File: config.mk
export PLATFORM = sky130hd
export DESIGN_NAME = heartbeat_bpm_detector
export DESIGN_NICKNAME = d
export VERILOG_FILES = /design/src/hw/rtl/hbd_pkg.sv /design/src/hw/rtl/heartbeat_bpm_detector.sv /design/src/hw/rtl/hbd_ctrl.sv /design/src/hw/rtl/hbd_dp.sv
export SDC_FILE = /design/constraint.sdc
export NUM_CORES = 1
export LEC_CHECK = 0
export BUFFER_PORTS_ARGS = -buffer_cell sky130_fd_sc_hd__buf_4
export CAP_MARGIN = 10
export CELL_PAD_IN_SITES_DETAIL_PLACEMENT = 0
export CELL_PAD_IN_SITES_GLOBAL_PLACEMENT = 1
export CORE_MARGIN = 5
export CORE_UTILIZATION = 50
export DETAILED_ROUTE_END_ITERATION = 10
export HOLD_SLACK_MARGIN = 0.03
export PLACE_DENSITY = 0.86
export SYNTH_ARGS = -nofsm -noshare
export SYNTH_HDL_FRONTEND = slang
export SYNTH_SLANG_ARGS = --single-unit
File: constraint.sdc
create_clock -name clk -period 8.08 [get_ports clk]
set_clock_uncertainty 0.1 [all_clocks]
set_input_delay 0.808 -clock clk [delete_from_list [all_inputs] [get_ports clk]]
set_output_delay 0.808 -clock clk [all_outputs]
set_load 0.02 [all_outputs]
File: src/hw/rtl/hbd_pkg.sv
// shared types and constants of the heartbeat bpm detector
package hbd_pkg;

  localparam int LEVEL_W    = 14;
  localparam int TIME_W     = 16;
  localparam int DROP_W     = 14;
  localparam int BEATS_W    = 3;
  localparam int TRK_W      = 15;
  localparam int BPM_W      = 8;
  localparam int CFG_DATA_W = 16;
  localparam int CFG_IDX_W  = 2;

  // configuration register indexes
  localparam logic [CFG_IDX_W-1:0] CFG_REFRACTORY  = 2'd0;
  localparam logic [CFG_IDX_W-1:0] CFG_SIGNAL_LOSS = 2'd1;
  localparam logic [CFG_IDX_W-1:0] CFG_LOW_DROP    = 2'd2;
  localparam logic [CFG_IDX_W-1:0] CFG_BEATS_REQ   = 2'd3;

  // register defaults
  localparam logic [TIME_W-1:0]  REFRACTORY_RST  = 16'd250;
  localparam logic [TIME_W-1:0]  SIGNAL_LOSS_RST = 16'd2000;
  localparam logic [DROP_W-1:0]  LOW_DROP_RST    = 14'd70;
  localparam logic [BEATS_W-1:0] BEATS_REQ_RST   = 3'd5;

  // window start values
  localparam logic [TRK_W-1:0]   PEAK_INIT   = 15'd2500;
  localparam logic [TRK_W-1:0]   TROUGH_INIT = 15'd1500;
  localparam logic [TRK_W-1:0]   LOWER_INIT  = 15'd50;
  localparam logic [TRK_W-1:0]   UPPER_INIT  = 15'd60;
  localparam logic [TIME_W-1:0]  PREV_INIT   = 16'd1000;
  localparam logic [BPM_W-1:0]   BPM_RST     = 8'd60;
  localparam logic [BPM_W-1:0]   BPM_MAX     = 8'd255;

  localparam int BPM_SCALE_MS = 60000;

  typedef struct packed {
    logic load;
    logic track;
    logic finish;
    logic div_step;
    logic out_load;
  } hbd_cmd_t;

  typedef struct packed {
    logic started;
    logic div_last;
  } hbd_status_t;

endpackage

File: src/hw/rtl/heartbeat_bpm_detector.sv
// top level of the heartbeat bpm detector
// an accepted item is latched, tracked and finished; on a beat start the restoring bpm
//   divider then runs Q = clog2(60000 * HISTORY_DEPTH + 1) steps (20 at depth 10); the
//   result is then loaded into the output registers once no earlier result is stalled;
//   no new item is taken before that load; the divider retires one quotient bit per cycle
// reset: synchronous, active low; registers and window state return to defaults
module heartbeat_bpm_detector
  import hbd_pkg::*;
#(
  parameter int HISTORY_DEPTH = 10
) (
  input  logic                  clk,
  input  logic                  rst_n,
  input  logic                  cfg_we,
  input  logic [CFG_IDX_W-1:0]  cfg_index,
  input  logic [CFG_DATA_W-1:0] cfg_wdata,
  input  logic                  in_valid,
  output logic                  in_stall,
  input  logic [LEVEL_W-1:0]    in_level,
  input  logic [TIME_W-1:0]     in_time_ms,
  input  logic                  in_new_window,
  output logic                  out_valid,
  input  logic                  out_stall,
  output logic [BPM_W-1:0]      out_bpm,
  output logic                  out_bpm_valid,
  output logic                  out_beat_start
);

  hbd_cmd_t    cmd;
  hbd_status_t status;

  hbd_ctrl u_ctrl (
    .clk       (clk),
    .rst_n     (rst_n),
    .in_valid  (in_valid),
    .in_stall  (in_stall),
    .out_stall (out_stall),
    .out_valid (out_valid),
    .cmd       (cmd),
    .status    (status)
  );

  hbd_dp #(
    .HISTORY_DEPTH (HISTORY_DEPTH)
  ) u_dp (
    .clk            (clk),
    .rst_n          (rst_n),
    .cfg_we         (cfg_we),
    .cfg_index      (cfg_index),
    .cfg_wdata      (cfg_wdata),
    .in_level       (in_level),
    .in_time_ms     (in_time_ms),
    .in_new_window  (in_new_window),
    .cmd            (cmd),
    .status         (status),
    .out_bpm        (out_bpm),
    .out_bpm_valid  (out_bpm_valid),
    .out_beat_start (out_beat_start)
  );

  a_one_cmd: assert property (@(posedge clk) disable iff (!rst_n) $onehot0(cmd))
    else $error("more than one datapath command at once");

  a_busy_after_accept: assert property (@(posedge clk) disable iff (!rst_n)
    (in_valid && !in_stall) |=> in_stall)
    else $error("item accepted while previous item in progress");

  a_div_stops: assert property (@(posedge clk) disable iff (!rst_n)
    (cmd.div_step && status.div_last) |=> !cmd.div_step)
    else $error("divider stepped past last quotient bit");

endmodule

File: src/hw/rtl/hbd_ctrl.sv
// sequencing state machine of the heartbeat bpm detector
module hbd_ctrl
  import hbd_pkg::*;
(
  input  logic        clk,
  input  logic        rst_n,
  input  logic        in_valid,
  output logic        in_stall,
  input  logic        out_stall,
  output logic        out_valid,
  output hbd_cmd_t    cmd,
  input  hbd_status_t status
);

  typedef enum logic [2:0] {
    S_IDLE,
    S_TRACK,
    S_FINISH,
    S_DIV,
    S_DONE
  } state_t;

  state_t state_r, state_nxt;
  logic   out_valid_r, out_valid_nxt;

  always_comb begin
    state_nxt     = state_r;
    out_valid_nxt = out_valid_r;
    cmd           = '0;
    if (out_valid_r && !out_stall) begin
      out_valid_nxt = 1'b0;
    end
    case (state_r)
      S_IDLE: begin
        if (in_valid) begin
          cmd.load  = 1'b1;
          state_nxt = S_TRACK;
        end
      end
      S_TRACK: begin
        cmd.track = 1'b1;
        state_nxt = S_FINISH;
      end
      S_FINISH: begin
        cmd.finish = 1'b1;
        state_nxt  = status.started ? S_DIV : S_DONE;
      end
      S_DIV: begin
        cmd.div_step = 1'b1;
        if (status.div_last) begin
          state_nxt = S_DONE;
        end
      end
      S_DONE: begin
        if (!out_valid_r || !out_stall) begin
          cmd.out_load  = 1'b1;
          out_valid_nxt = 1'b1;
          state_nxt     = S_IDLE;
        end
      end
      default: begin
        state_nxt = S_IDLE;
      end
    endcase
  end

  always_ff @(posedge clk) begin
    if (!rst_n) begin
      state_r     <= S_IDLE;
      out_valid_r <= 1'b0;
    end else begin
      state_r     <= state_nxt;
      out_valid_r <= out_valid_nxt;
    end
  end

  assign in_stall  = (state_r != S_IDLE);
  assign out_valid = out_valid_r;

endmodule

File: src/hw/rtl/hbd_dp.sv
// datapath: thresholds, beat tracking, interval history and serial bpm divider
module hbd_dp
  import hbd_pkg::*;
#(
  parameter int HISTORY_DEPTH = 10
) (
  input  logic                  clk,
  input  logic                  rst_n,
  input  logic                  cfg_we,
  input  logic [CFG_IDX_W-1:0]  cfg_index,
  input  logic [CFG_DATA_W-1:0] cfg_wdata,
  input  logic [LEVEL_W-1:0]    in_level,
  input  logic [TIME_W-1:0]     in_time_ms,
  input  logic                  in_new_window,
  input  hbd_cmd_t              cmd,
  output hbd_status_t           status,
  output logic [BPM_W-1:0]      out_bpm,
  output logic                  out_bpm_valid,
  output logic                  out_beat_start
);

  localparam int SUM_W    = $clog2(HISTORY_DEPTH * ((1 << TIME_W) - 1) + 1);
  localparam int DIVIDEND = BPM_SCALE_MS * HISTORY_DEPTH;
  localparam int QUO_W    = $clog2(DIVIDEND + 1);
  localparam int CNT_W    = $clog2(QUO_W);

  // configuration
  logic [TIME_W-1:0]  refr_r, sigloss_r;
  logic [DROP_W-1:0]  drop_r;
  logic [BEATS_W-1:0] beats_req_r;

  // latched item
  logic [LEVEL_W-1:0] level_r;
  logic [TIME_W-1:0]  time_r;

  // window state
  logic [TRK_W-1:0]   peak_r, trough_r, lower_r, upper_r;
  logic               in_beat_r, awaiting_r, found_r;
  logic [TIME_W-1:0]  last_beat_r, prev_r;
  logic [BEATS_W-1:0] beat_cnt_r;
  logic [BPM_W-1:0]   bpm_r;
  logic [TIME_W-1:0]  hist_r [HISTORY_DEPTH];
  logic [SUM_W-1:0]   sum_r;

  logic [TIME_W-1:0]  interval_r;
  logic               started_r;

  // divider
  logic [SUM_W-1:0]   rem_r;
  logic [QUO_W-1:0]   quo_r;
  logic [CNT_W-1:0]   cnt_r;

  logic [BPM_W-1:0]   out_bpm_r;
  logic               out_bpm_valid_r, out_beat_start_r;

  logic [TRK_W-1:0]   lvl_ext;
  logic [TIME_W-1:0]  interval;
  logic [TIME_W+2:0]  int_x5, prev_x3;
  logic               trough_hit, peak_hit, beat_hit, end_hit;
  logic [BEATS_W-1:0] beat_cnt_inc;
  logic [TRK_W-1:0]   lower_start;
  logic [SUM_W-1:0]   sum_nxt;
  logic [TRK_W:0]     mid_sum;
  logic [SUM_W:0]     trial, trial_sub;
  logic               fits;
  logic [SUM_W-1:0]   rem_nxt;
  logic [QUO_W-1:0]   quo_nxt;
  logic [BPM_W-1:0]   bpm_sat;

  assign lvl_ext      = {1'b0, level_r};
  assign interval     = time_r - last_beat_r;
  assign int_x5       = {3'b000, interval} + {1'b0, interval, 2'b00};
  assign prev_x3      = {3'b000, prev_r} + {2'b00, prev_r, 1'b0};
  assign trough_hit   = (lvl_ext < lower_r) && (int_x5 > prev_x3) && (lvl_ext < trough_r);
  assign peak_hit     = (lvl_ext > upper_r) && (lvl_ext > peak_r);
  assign beat_hit     = (interval > refr_r) && (lvl_ext > upper_r) && !in_beat_r;
  assign beat_cnt_inc = beat_cnt_r + 3'd1;
  assign lower_start  = (level_r > drop_r) ? TRK_W'(level_r - drop_r) : '0;

  always_comb begin
    if (awaiting_r) begin
      sum_nxt = SUM_W'(interval) * SUM_W'(HISTORY_DEPTH);
    end else begin
      sum_nxt = sum_r - SUM_W'(hist_r[0]) + SUM_W'(interval);
    end
  end

  assign end_hit = ((lvl_ext < lower_r) && in_beat_r) || (interval_r > sigloss_r);
  assign mid_sum = {1'b0, peak_r} + {1'b0, trough_r};

  // restoring division, one quotient bit per step
  assign trial     = {rem_r, quo_r[QUO_W-1]};
  assign fits      = (trial >= {1'b0, sum_r});
  assign trial_sub = trial - {1'b0, sum_r};
  assign rem_nxt   = fits ? trial_sub[SUM_W-1:0] : trial[SUM_W-1:0];
  assign quo_nxt   = {quo_r[QUO_W-2:0], fits};
  assign bpm_sat   = (|quo_nxt[QUO_W-1:BPM_W]) ? BPM_MAX : quo_nxt[BPM_W-1:0];

  always_ff @(posedge clk) begin
    if (!rst_n) begin
      refr_r      <= REFRACTORY_RST;
      sigloss_r   <= SIGNAL_LOSS_RST;
      drop_r      <= LOW_DROP_RST;
      beats_req_r <= BEATS_REQ_RST;
    end else if (cfg_we) begin
      case (cfg_index)
        CFG_REFRACTORY:  refr_r      <= cfg_wdata[TIME_W-1:0];
        CFG_SIGNAL_LOSS: sigloss_r   <= cfg_wdata[TIME_W-1:0];
        CFG_LOW_DROP:    drop_r      <= cfg_wdata[DROP_W-1:0];
        CFG_BEATS_REQ:   beats_req_r <= cfg_wdata[BEATS_W-1:0];
        default: begin
        end
      endcase
    end
  end

  always_ff @(posedge clk) begin
    if (!rst_n || (cmd.load && in_new_window)) begin
      peak_r      <= PEAK_INIT;
      trough_r    <= TROUGH_INIT;
      lower_r     <= LOWER_INIT;
      upper_r     <= UPPER_INIT;
      in_beat_r   <= 1'b0;
      awaiting_r  <= 1'b1;
      last_beat_r <= '0;
      prev_r      <= PREV_INIT;
      beat_cnt_r  <= '0;
      found_r     <= 1'b0;
    end else if (cmd.track) begin
      if (trough_hit) begin
        trough_r <= lvl_ext;
      end
      if (peak_hit) begin
        peak_r <= lvl_ext;
      end
      if (beat_hit) begin
        in_beat_r   <= 1'b1;
        awaiting_r  <= 1'b0;
        lower_r     <= lower_start;
        prev_r      <= interval;
        last_beat_r <= time_r;
        if (beat_cnt_inc == beats_req_r) begin
          found_r    <= 1'b1;
          beat_cnt_r <= '0;
        end else begin
          beat_cnt_r <= beat_cnt_inc;
        end
      end
    end else if (cmd.finish && end_hit) begin
      in_beat_r <= 1'b0;
      upper_r   <= mid_sum[TRK_W:1];
      peak_r    <= mid_sum[TRK_W:1];
      trough_r  <= lower_r;
    end
  end

  // bpm survives a new window
  always_ff @(posedge clk) begin
    if (!rst_n) begin
      bpm_r <= BPM_RST;
    end else if (cmd.div_step && status.div_last) begin
      bpm_r <= bpm_sat;
    end
  end

  always_ff @(posedge clk) begin
    if (cmd.load) begin
      level_r <= in_level;
      time_r  <= in_time_ms;
    end
    if (cmd.track) begin
      interval_r <= interval;
      started_r  <= beat_hit;
      if (beat_hit) begin
        for (int i = 0; i < HISTORY_DEPTH - 1; i++) begin
          hist_r[i] <= awaiting_r ? interval : hist_r[i+1];
        end
        hist_r[HISTORY_DEPTH-1] <= interval;
        sum_r                   <= sum_nxt;
      end
    end
    if (cmd.finish) begin
      rem_r <= '0;
      quo_r <= QUO_W'(DIVIDEND);
      cnt_r <= CNT_W'(QUO_W - 1);
    end else if (cmd.div_step) begin
      rem_r <= rem_nxt;
      quo_r <= quo_nxt;
      cnt_r <= cnt_r - 1'b1;
    end
    if (cmd.out_load) begin
      out_bpm_r        <= bpm_r;
      out_bpm_valid_r  <= found_r;
      out_beat_start_r <= started_r;
    end
  end

  assign status.started  = started_r;
  assign status.div_last = (cnt_r == '0);

  assign out_bpm        = out_bpm_r;
  assign out_bpm_valid  = out_bpm_valid_r;
  assign out_beat_start = out_beat_start_r;

endmodule

Word-level counts from Yosys, hierarchy flattened:

Memory sizes are Yosys's and may differ from the RTL's.
Cells that the tools add are included.

* reduce and logical (&&, ||, !) cells: 34
* bitwise logic cells: 1
* divide/modulo/power cells: 0
* order comparisons: 9
* multipliers: 1
* equality and inequality tests: 14
* shift operators: 0
* mux-type cells: 41
* add/subtract/negate cells: 10

Operators by type and width (count)
* $mux W16: 9
* $mux W15: 7
* $mux W20: 2
* $gt A16 B16 Y1: 2
* $gt A14 B15 Y1: 2
* $lt A14 B15 Y1: 2
* $ge A21 B20 Y1: 1
* $add A20 B16 Y20: 1
* $sub A20 B16 Y20: 1
* $sub A20 B20 Y20: 1
* $add A16 B18 Y19: 1
* $gt A19 B19 Y1: 1
* $mul A16 B3 Y19 const B: 1
* $add A16 B17 Y18: 1
* $reduce_and A2 Y1: 9
* $add A15 B15 Y16: 1
* $mux W1: 16
* $sub A16 B16 Y16: 1
* $mux W3: 5
* $pmux W3 S5: 1
* $sub A14 B14 Y15: 1
* $gt A14 B14 Y1: 1
* $reduce_or A12 Y1: 1
* $logic_and A1 B1 Y1: 10
* 20 further kinds: 32

* memories: 1
* RAM bits: 160
* input port bits: 54
* bits in read-only memories: 0
* register bits: 281
* bits in latches: 0
* output and inout port bits: 12
* logic and storage cells: 140

Memory list
* u_dp.hist_r: words 10, width 16, read ports 10, clocked after memory_dff 0, write ports 10, line hbd_dp.sv:42 `logic [TIME_W-1:0] hist_r [HISTORY_DEPTH];`

Depth between registers and ports, before layout:

Gate-level depths: netlist (run 1).

* depth in word-level cells: 7
* gate-level depth with buffers: 31
* gate-level depth less buffers: 30

By module:

A second synthesis (run 1) with hierarchy kept.

* cells, all modules: 2725
* area, all modules: 25972.4 µm²

By module, submodules not included
* hbd_dp: area each 25730.9 µm², cells an instance 2695, instances 1, seq. area each 11120.7 µm²
* hbd_ctrl: area each 241.5 µm², cells an instance 30, instances 1, seq. area each 80.1 µm²

Worst setup path after synthesis (run 1):

No wires, ideal clock.

* path kind: flip-flop to flip-flop
* start point: register u_dp.time_r[0]
* end point: register u_dp.lower_r[1]
* stages on the path, launching flop included: 22
* arrival time: 6748 ps
* data required time: 7912 ps
* clock period less this slack: 6917 ps
* library setup time: 68 ps
* path buffers: 1
* slack: 1163 ps
* path through: edfxtp_1 > inv_1 > ha_1 > inv_1 > fa_1 > a21o_1 > a21o_1 > o2111a_1 > o31a_1 > a21o_1 > a21o_1 > xnor2_1 > inv_1 > ha_1 > and4_1 > and3_1 > a41oi_1 > and3_1 > buf_2 > nand2_2 > inv_2 > a311o_1

* longest elaborated chain between the ends: 5

Ends and longest elaborated chain
* start: declaration: line hbd_dp.sv:34 `logic [TIME_W-1:0] time_r;`
* start signal: assignment: line hbd_dp.sv:169 `time_r <= in_time_ms;`
* $sub A16 B16 Y16: line hbd_dp.sv:71 `assign interval = time_r - last_beat_r;`
* net u_dp.interval[14]: line hbd_dp.sv:57 `logic [TIME_W-1:0] interval;`
* $gt A16 B16 Y1: line hbd_dp.sv:76 `assign beat_hit = (interval > refr_r) && (lvl_ext > upper_r) && !in_beat_r;`
* $logic_and A1 B1 Y1 (2 in a row): line hbd_dp.sv:76
* $reduce_and A2 Y1 (no line)
* end signal: assignment: line hbd_dp.sv:139 `lower_r <= lower_start;`
* end: declaration: line hbd_dp.sv:37 `logic [TRK_W-1:0] peak_r, trough_r, lower_r, upper_r;`

The timed path passes the listed nets, and every way through them passes these cells.
A chain may end at the register's enable or synchronous reset.

Final worst setup path (run 1):

* start point: register u_dp.time_r[0]
* end point: register u_dp.trough_r[2]

* longest elaborated chain between the ends: 7

Ends and longest elaborated chain
* $sub A16 B16 Y16: line hbd_dp.sv:71
* net u_dp.interval[14]: line hbd_dp.sv:57
* $add A16 B18 Y19: line hbd_dp.sv:72 `assign int_x5 = {3'b000, interval} + {1'b0, interval, 2'b00};`
* $gt A19 B19 Y1: line hbd_dp.sv:74 `assign trough_hit = (lvl_ext < lower_r) && (int_x5 > prev_x3) && (lvl_ext < trough_r);`
* $logic_and A1 B1 Y1 (2 in a row): line hbd_dp.sv:74
* $ne A2 B1 Y1 (no line)
* $reduce_and A2 Y1 (no line)
* end signal: assignment: line hbd_dp.sv:131 `trough_r <= lvl_ext;`
* end signal: assignment: line hbd_dp.sv:153 `trough_r <= lower_r;`
* end: declaration: line hbd_dp.sv:37

The timed path passes the listed nets, and every way through them passes these cells.

==> results of run 1 <==
## cells in the mapped netlist, drive strengths merged, types with 9 or more instances
library cell  count
inv             355
nand2           276
o21ai           264
edfxtp          237
ha              235
dfxtp           204
a21oi           154
nor2             95
clkbuf           83
nand3            74
xnor2            70
a21o             54
o21a             54
o211ai           46
xor2             46
nor3             42
a21boi           40
fa               32
a31oi            27
mux2i            27
nand4            24
buf              20
a211oi           19
nand2b           19
or3              19
o31ai            18
nor2b            17
and3             13
a311oi           12
o21bai           12
o22ai             9
## kinds of logic after synthesis
| group | Yosys count | synth area share |
|---|---|---|
| adders and majority gates | 269 | 0.141 |
| muxes | 28 | 0.0110 |
| and+or+nand+nor | 620 | 0.112 |
| buffers and inverters | 459 | 0.0677 |
| DFF | 441 | 0.437 |
| xor gates and xnor gates | 116 | 0.0400 |
| AOI/OAI and AO/OA | 776 | 0.191 |
## through the flow
step / instance area [sq um] / util
floorplan: 25600 / -
global placement: 26800 / 0.526
CTS: 28500 / 0.558
finish: 28500 / 0.558
global route: 28500 / 0.558
detailed placement: 26800 / 0.526
## state kept, by name, indices dropped and copies added, names as in the netlist, 8 cells and up
name and flops:
u_dp.trough_r 15, u_dp.last_beat_r 16, u_dp.hist_r 160, u_dp.rem_r 20, u_dp.out_bpm 8, u_dp.bpm_r 8, u_dp.interval_r 16, u_dp.quo_r 20
u_dp.sum_r 20, u_dp.prev_r 16, u_dp.lower_r 15, u_dp.peak_r 15, u_dp.drop_r 14, u_dp.time_r 16, u_dp.level_r 14, u_dp.upper_r 15
u_dp.sigloss_r 16, u_dp.refr_r 16
## metal layers
metal	up-vias	GRT usage
li1	9643	-
met1	9321	0.278
met5	-	0
met2	448	0.387
met4	0	0.0768
met3	122	0.0323
## worst max path at each step
stage / startpoint / to / slack (ps) / cells after the start
finish: u_dp.time_r[0]$_DFFE_PP_ / u_dp.trough_r[2]$_SDFFE_PP1P_ / 1030 / 26
global route: u_dp.time_r[0]$_DFFE_PP_ / u_dp.trough_r[2]$_SDFFE_PP1P_ / 520 / 26
CTS: u_dp.time_r[0]$_DFFE_PP_ / u_dp.trough_r[2]$_SDFFE_PP1P_ / 1160 / 26
detailed placement: u_dp.time_r[0]$_DFFE_PP_ / u_dp.trough_r[2]$_SDFFE_PP1P_ / 1200 / 26
global placement: u_dp.time_r[0]$_DFFE_PP_ / u_dp.trough_r[4]$_SDFFE_PP1P_ / 1340 / 26
floorplan: u_dp.time_r[0]$_DFFE_PP_ / u_dp.lower_r[1]$_SDFFE_PP1P_ / 1160 / 21
## layout make-up
class,instances,area [sq um],share of cell area
Tap cell,680,851,0.0299
Clock buffer,69,1450,0.0509
Sequential cell,441,11200,0.394
Multi-Input combinational cell,1809,12700,0.446
Clock inverter,22,210,0.00738
Inverter,356,1340,0.0471
Timing Repair Buffer,93,711,0.0250
==> impl_metrics.ini, run 1 <==
[synthesis]
yosysTopAreaCell = edfxtp_1
synthesis.nets = 3030
ys_ff_latch = 441
async_flop_share = 0
ys_warn_count = 0
yosysSeqAreaShare = 0.437
synth.area.top_cells = edfxtp_1 28%, dfxtp_1 16%, ha_1 11%, inv_1 5.2%, o21ai_0 5.0%
avgSynthCellArea_sq_um = 9.45
synth_cell_types = 79
syn-cell-area_sq_um = 25600
synth-edff-count = 237
synth_top_area_share = 0.278
synthCells = 2709
yosys_most_used_dff = edfxtp_1

[cts]
cts_tree = yes
cts_setup_buffers = 0
htreeDepth = 2
cts_buffers = 49
cts-resized-gates = 0
cts_buffer_depth = 3
insertion_delay_ps = 600
cts_hold_buf = 0
clkTransAtPathRegs_ps = 60
cts-root-buf = clkbuf_16
cts_sinks = 441

[timing]
hold_ws_ps = 285
final.setup.worst_slack_ps = 1030
tightest_slew_ps = 1280
finalCritPeriodShare = 0.872
setup_viol = 0
relSlewSlack = 0.141
fin_crit_ps = 7050
setup_tns_ps = 0
rsz0062_at_grt = no
finalHoldViolCount = 0
max_freq_mhz = 142
finalMaxSlewViolations = 0

[placed_design]
place_inst = 3379
post-place-ws_ps = 1200
port_buffers = 65
dpl.hpwl_microns = 45700
place_congestion = 0.903

[global_routing]
grt-ovfl-total = 0
grt_pass1_vias = 19400
grt_pass1_wl_microns = 101000
antenna_found_initial = 0
grt_usage = 0.220
grt_start_max_net_pins = 110

[routing]
wl_met2_microns = 31300
route.vias.total = 19500
highest_layer = met4
wirelength_microns = 63200
met1Wirelength_microns = 26900
remaining_drc_errors = 0
wire_per_inst_microns = 18.2
drtAntennaViolNets = 0
drtPass1Iterations = 5
first_iter_violations = 1159
vias_per_cell = 5.63
wl_met3_microns = 2780

[die]
ios = 66
initial_core_util = 0.502
row_count = 83
fp.dieW_microns = 236
core_sq_um = 51000
die_h_microns = 236
die_area_sq_um = 55900

[min_path]
min_path_type = primary input to flip-flop
whs_endpoint = u_dp.time_r[15]$_DFFE_PP_
holdCritStartpoint = in_time_ms[15]
min_path_cells = 1

[layout]
final_common_cell = inv_1
instances_no_fill = 3470
final_cell_mix = 353 x inv_1, 273 x nand2_1, 258 x o21ai_0, 237 x edfxtp_1, 235 x ha_1
synthToLayoutAreaGrowth_pct = 11.1
drive_gt1_frac = 0.0774
fill_cells = 4446
num_antenna_cells = 0
finalNetCount = 3071

[run]
cap_violations = 0

[critical_path]
crit_path_frequent_cell = a21o_1
r2r-start = u_dp.time_r[0]$_DFFE_PP_
max_stage_delay_ps = 530
start_kind = flip-flop
path_buf_inv = 3
crit_family = compound AO/OA/AOI/OAI gates
critPathCaptureType = flip-flop
slowest_stage = ha_1
ff2ff_setup_slack_ps = 1030
crit_arrival_ps = 7480
worstSetupPathType = flip-flop to flip-flop
reg2reg_depth = 26
cp_max_fo = 10
required_ps = 8510
reg2reg_to = u_dp.trough_r[2]$_SDFFE_PP1P_

[outcome]
status = completed
Power of run 1 is not shown: default switching activity piles up to over one toggle a cycle in this logic, so the estimate is an artifact.
==> inputs of run 2 (changes only) <==
ABC_AREA = 1   (was unset)
CORE_UTILIZATION = 48   (was 50)
CTS_CLUSTER_SIZE = 20   (was unset)
PLACE_DENSITY = 0.85   (was 0.86)
==> impl_metrics.ini, run 2 <==
[cts]
cts_setup_buffers = 0
cts_hold_buf = 0
cts-root-buf = clkbuf_16
cts-resized-gates = 0
clkTransAtPathRegs_ps = 60
cts_buffer_depth = 3
htreeDepth = 2
cts_tree = yes
insertion_delay_ps = 610
cts_sinks = 441
cts_buffers = 48

[die]
die_area_sq_um = 58700
fp.dieW_microns = 242
initial_core_util = 0.483
ios = 66
die_h_microns = 242
row_count = 85
core_sq_um = 53600

[timing]
setup_viol = 0
tightest_slew_ps = 1030
rsz0062_at_grt = no
finalCritPeriodShare = 0.730
fin_crit_ps = 5900
finalMaxSlewViolations = 0
finalHoldViolCount = 0
max_freq_mhz = 170
relSlewSlack = 0.315
setup_tns_ps = 0

[critical_path]
slowest_stage = xnor2_1
ff2ff_setup_slack_ps = 2180
cp_max_fo = 24
r2r-start = u_dp.time_r[3]$_DFFE_PP_
critPathCaptureType = flip-flop
required_ps = 8410
crit_path_frequent_cell = nand2_1
reg2reg_to = u_dp.trough_r[2]$_SDFFE_PP1P_
reg2reg_depth = 28
max_stage_delay_ps = 490
path_buf_inv = 3
crit_family = simple AND/OR/NAND/NOR gates
worstSetupPathType = flip-flop to flip-flop
crit_arrival_ps = 6230
start_kind = flip-flop

[routing]
drtAntennaViolNets = 0
wirelength_microns = 64500
route.vias.total = 20800
wire_per_inst_microns = 16.3
drtPass1Iterations = 5
vias_per_cell = 5.26
remaining_drc_errors = 0
first_iter_violations = 1402

[layout]
synthToLayoutAreaGrowth_pct = 10.4
num_antenna_cells = 0
largest_reg_flops = 160
design_area_sq_um = 28600
finalNetCount = 3531
final_common_cell = nand2_1
largest_register = u_dp.hist_r
drive_gt1_frac = 0.0557
final_cell_mix = 849 x nand2_1, 423 x inv_1, 237 x edfxtp_1, 235 x ha_1, 232 x nor2_1

[global_routing]
grt_pass1_wl_microns = 105000
grt_start_max_net_pins = 111
grt_pass1_vias = 20400
grt-ovfl-total = 0
antenna_found_initial = 0
grt_usage = 0.215

[synthesis]
yosysSeqAreaShare = 0.432
yosys_most_used_dff = edfxtp_1
avgSynthCellArea_sq_um = 8.22
synth.area.top_cells = edfxtp_1 27%, dfxtp_1 16%, nand2_1 12%, ha_1 11%, inv_1 6.2%
synth_cell_types = 54
yosysTopAreaCell = edfxtp_1
synth_common_cells = 849 x nand2_1, 425 x inv_1, 237 x edfxtp_1, 235 x ha_1, 233 x nor2_1
synth_top_area_share = 0.275
async_flop_share = 0
synthMostInstantiatedCell = nand2_1
syn-cell-area_sq_um = 25900
synthCells = 3152
ys_warn_count = 0
synth-edff-count = 237
synthesis.nets = 3473
ys_ff_latch = 441

[min_path]
min_path_type = primary input to flip-flop
whs_endpoint = u_dp.level_r[3]$_DFFE_PP_
holdCritStartpoint = in_level[3]
min_path_cells = 1

[placed_design]
port_buffers = 65
placed_area_sq_um = 27100
dpl.hpwl_microns = 46900
place_congestion = 0.917

[run]
cap_violations = 0

[outcome]
status = completed
==> run 2: changes by cell type after synthesis, moves of 48 or more <==
cell | before | now
o21ai_0 | 258 | 191
a21oi_1 | 154 | 219
nand2_1 | 274 | 849
o21a_1 | 54 | 6
inv_1 | 353 | 425
nor2_1 | 94 | 233
==> run 2: cells by family (layout without fill, tap and decap cells) <==
kind of cell / count (synthesis) / count (layout) / synth area share
flip-flops: 441 / 441 / 0.432
buffers and inverters: 512 / 608 / 0.0758
AO/OA/AOI/OAI: 552 / 552 / 0.120
adder cells (fa/ha/maj): 267 / 267 / 0.138
XOR/XNOR: 94 / 94 / 0.0318
AND/OR/NAND/NOR: 1286 / 1286 / 0.202
==> run 2: worst max path at each step <==
stage                                        start                        endpoint  slack (ps)  cells past startpoint
after floorplan           u_dp.time_r[3]$_DFFE_PP_     u_dp.hist_r[0][0]$_DFFE_PP_         700                     23
after global placement    u_dp.time_r[3]$_DFFE_PP_  u_dp.trough_r[10]$_SDFFE_PP1P_        2320                     28
after detailed placement  u_dp.time_r[7]$_DFFE_PP_   u_dp.trough_r[3]$_SDFFE_PP1P_        2180                     26
after CTS                 u_dp.time_r[7]$_DFFE_PP_   u_dp.trough_r[2]$_SDFFE_PP1P_        2160                     26
after global routing      u_dp.time_r[3]$_DFFE_PP_   u_dp.trough_r[2]$_SDFFE_PP1P_        1630                     28
final                     u_dp.time_r[3]$_DFFE_PP_   u_dp.trough_r[2]$_SDFFE_PP1P_        2180                     28
==> run 2: worst register-to-register path: cells and delay by family, from the launching register on <==
kind / cells / cell delay, ps
AOI/OAI and AO/OA: 2 / 460
xor gates and xnor gates: 1 / 490
buffers and inverters: 3 / 520
DFF: 1 / 390
and+or+nand+nor: 19 / 2620
adders and majority gates: 3 / 1130
==> run 2: metal layers <==
layer / vias up / share of wire / GRT usage
met5: - / 0 / 0
met4: 0 / 0.024 / 0.0591
met3: 91 / 0.045 / 0.0263
met2: 407 / 0.46 / 0.359
met1: 9687 / 0.47 / 0.297
li1: 10600 / - / -
==> run 2: final cells by class <==
class	count	area (sq um)
fillers	5021	25000
well taps	696	871
flip-flops and latches	441	11200
clock buffers	65	1310
multi-input cells	2199	12800
clock inverters	23	175
repair buffers	88	661
inverters	432	1630
==> run 2: stage by stage <==
step	hold slack [ps]	util	std cells	worst slack [ps]
5_1_grt	269	0.534	3944	1630
2_1_floorplan	303	-	3152	698
3_5_place_dp	312	0.506	3856	2180
4_1_cts	258	0.534	3944	2160
3_3_place_gp	318	0.506	3856	2320
6_report	292	0.534	3944	2180
Power of run 2 is left out for the same reason.
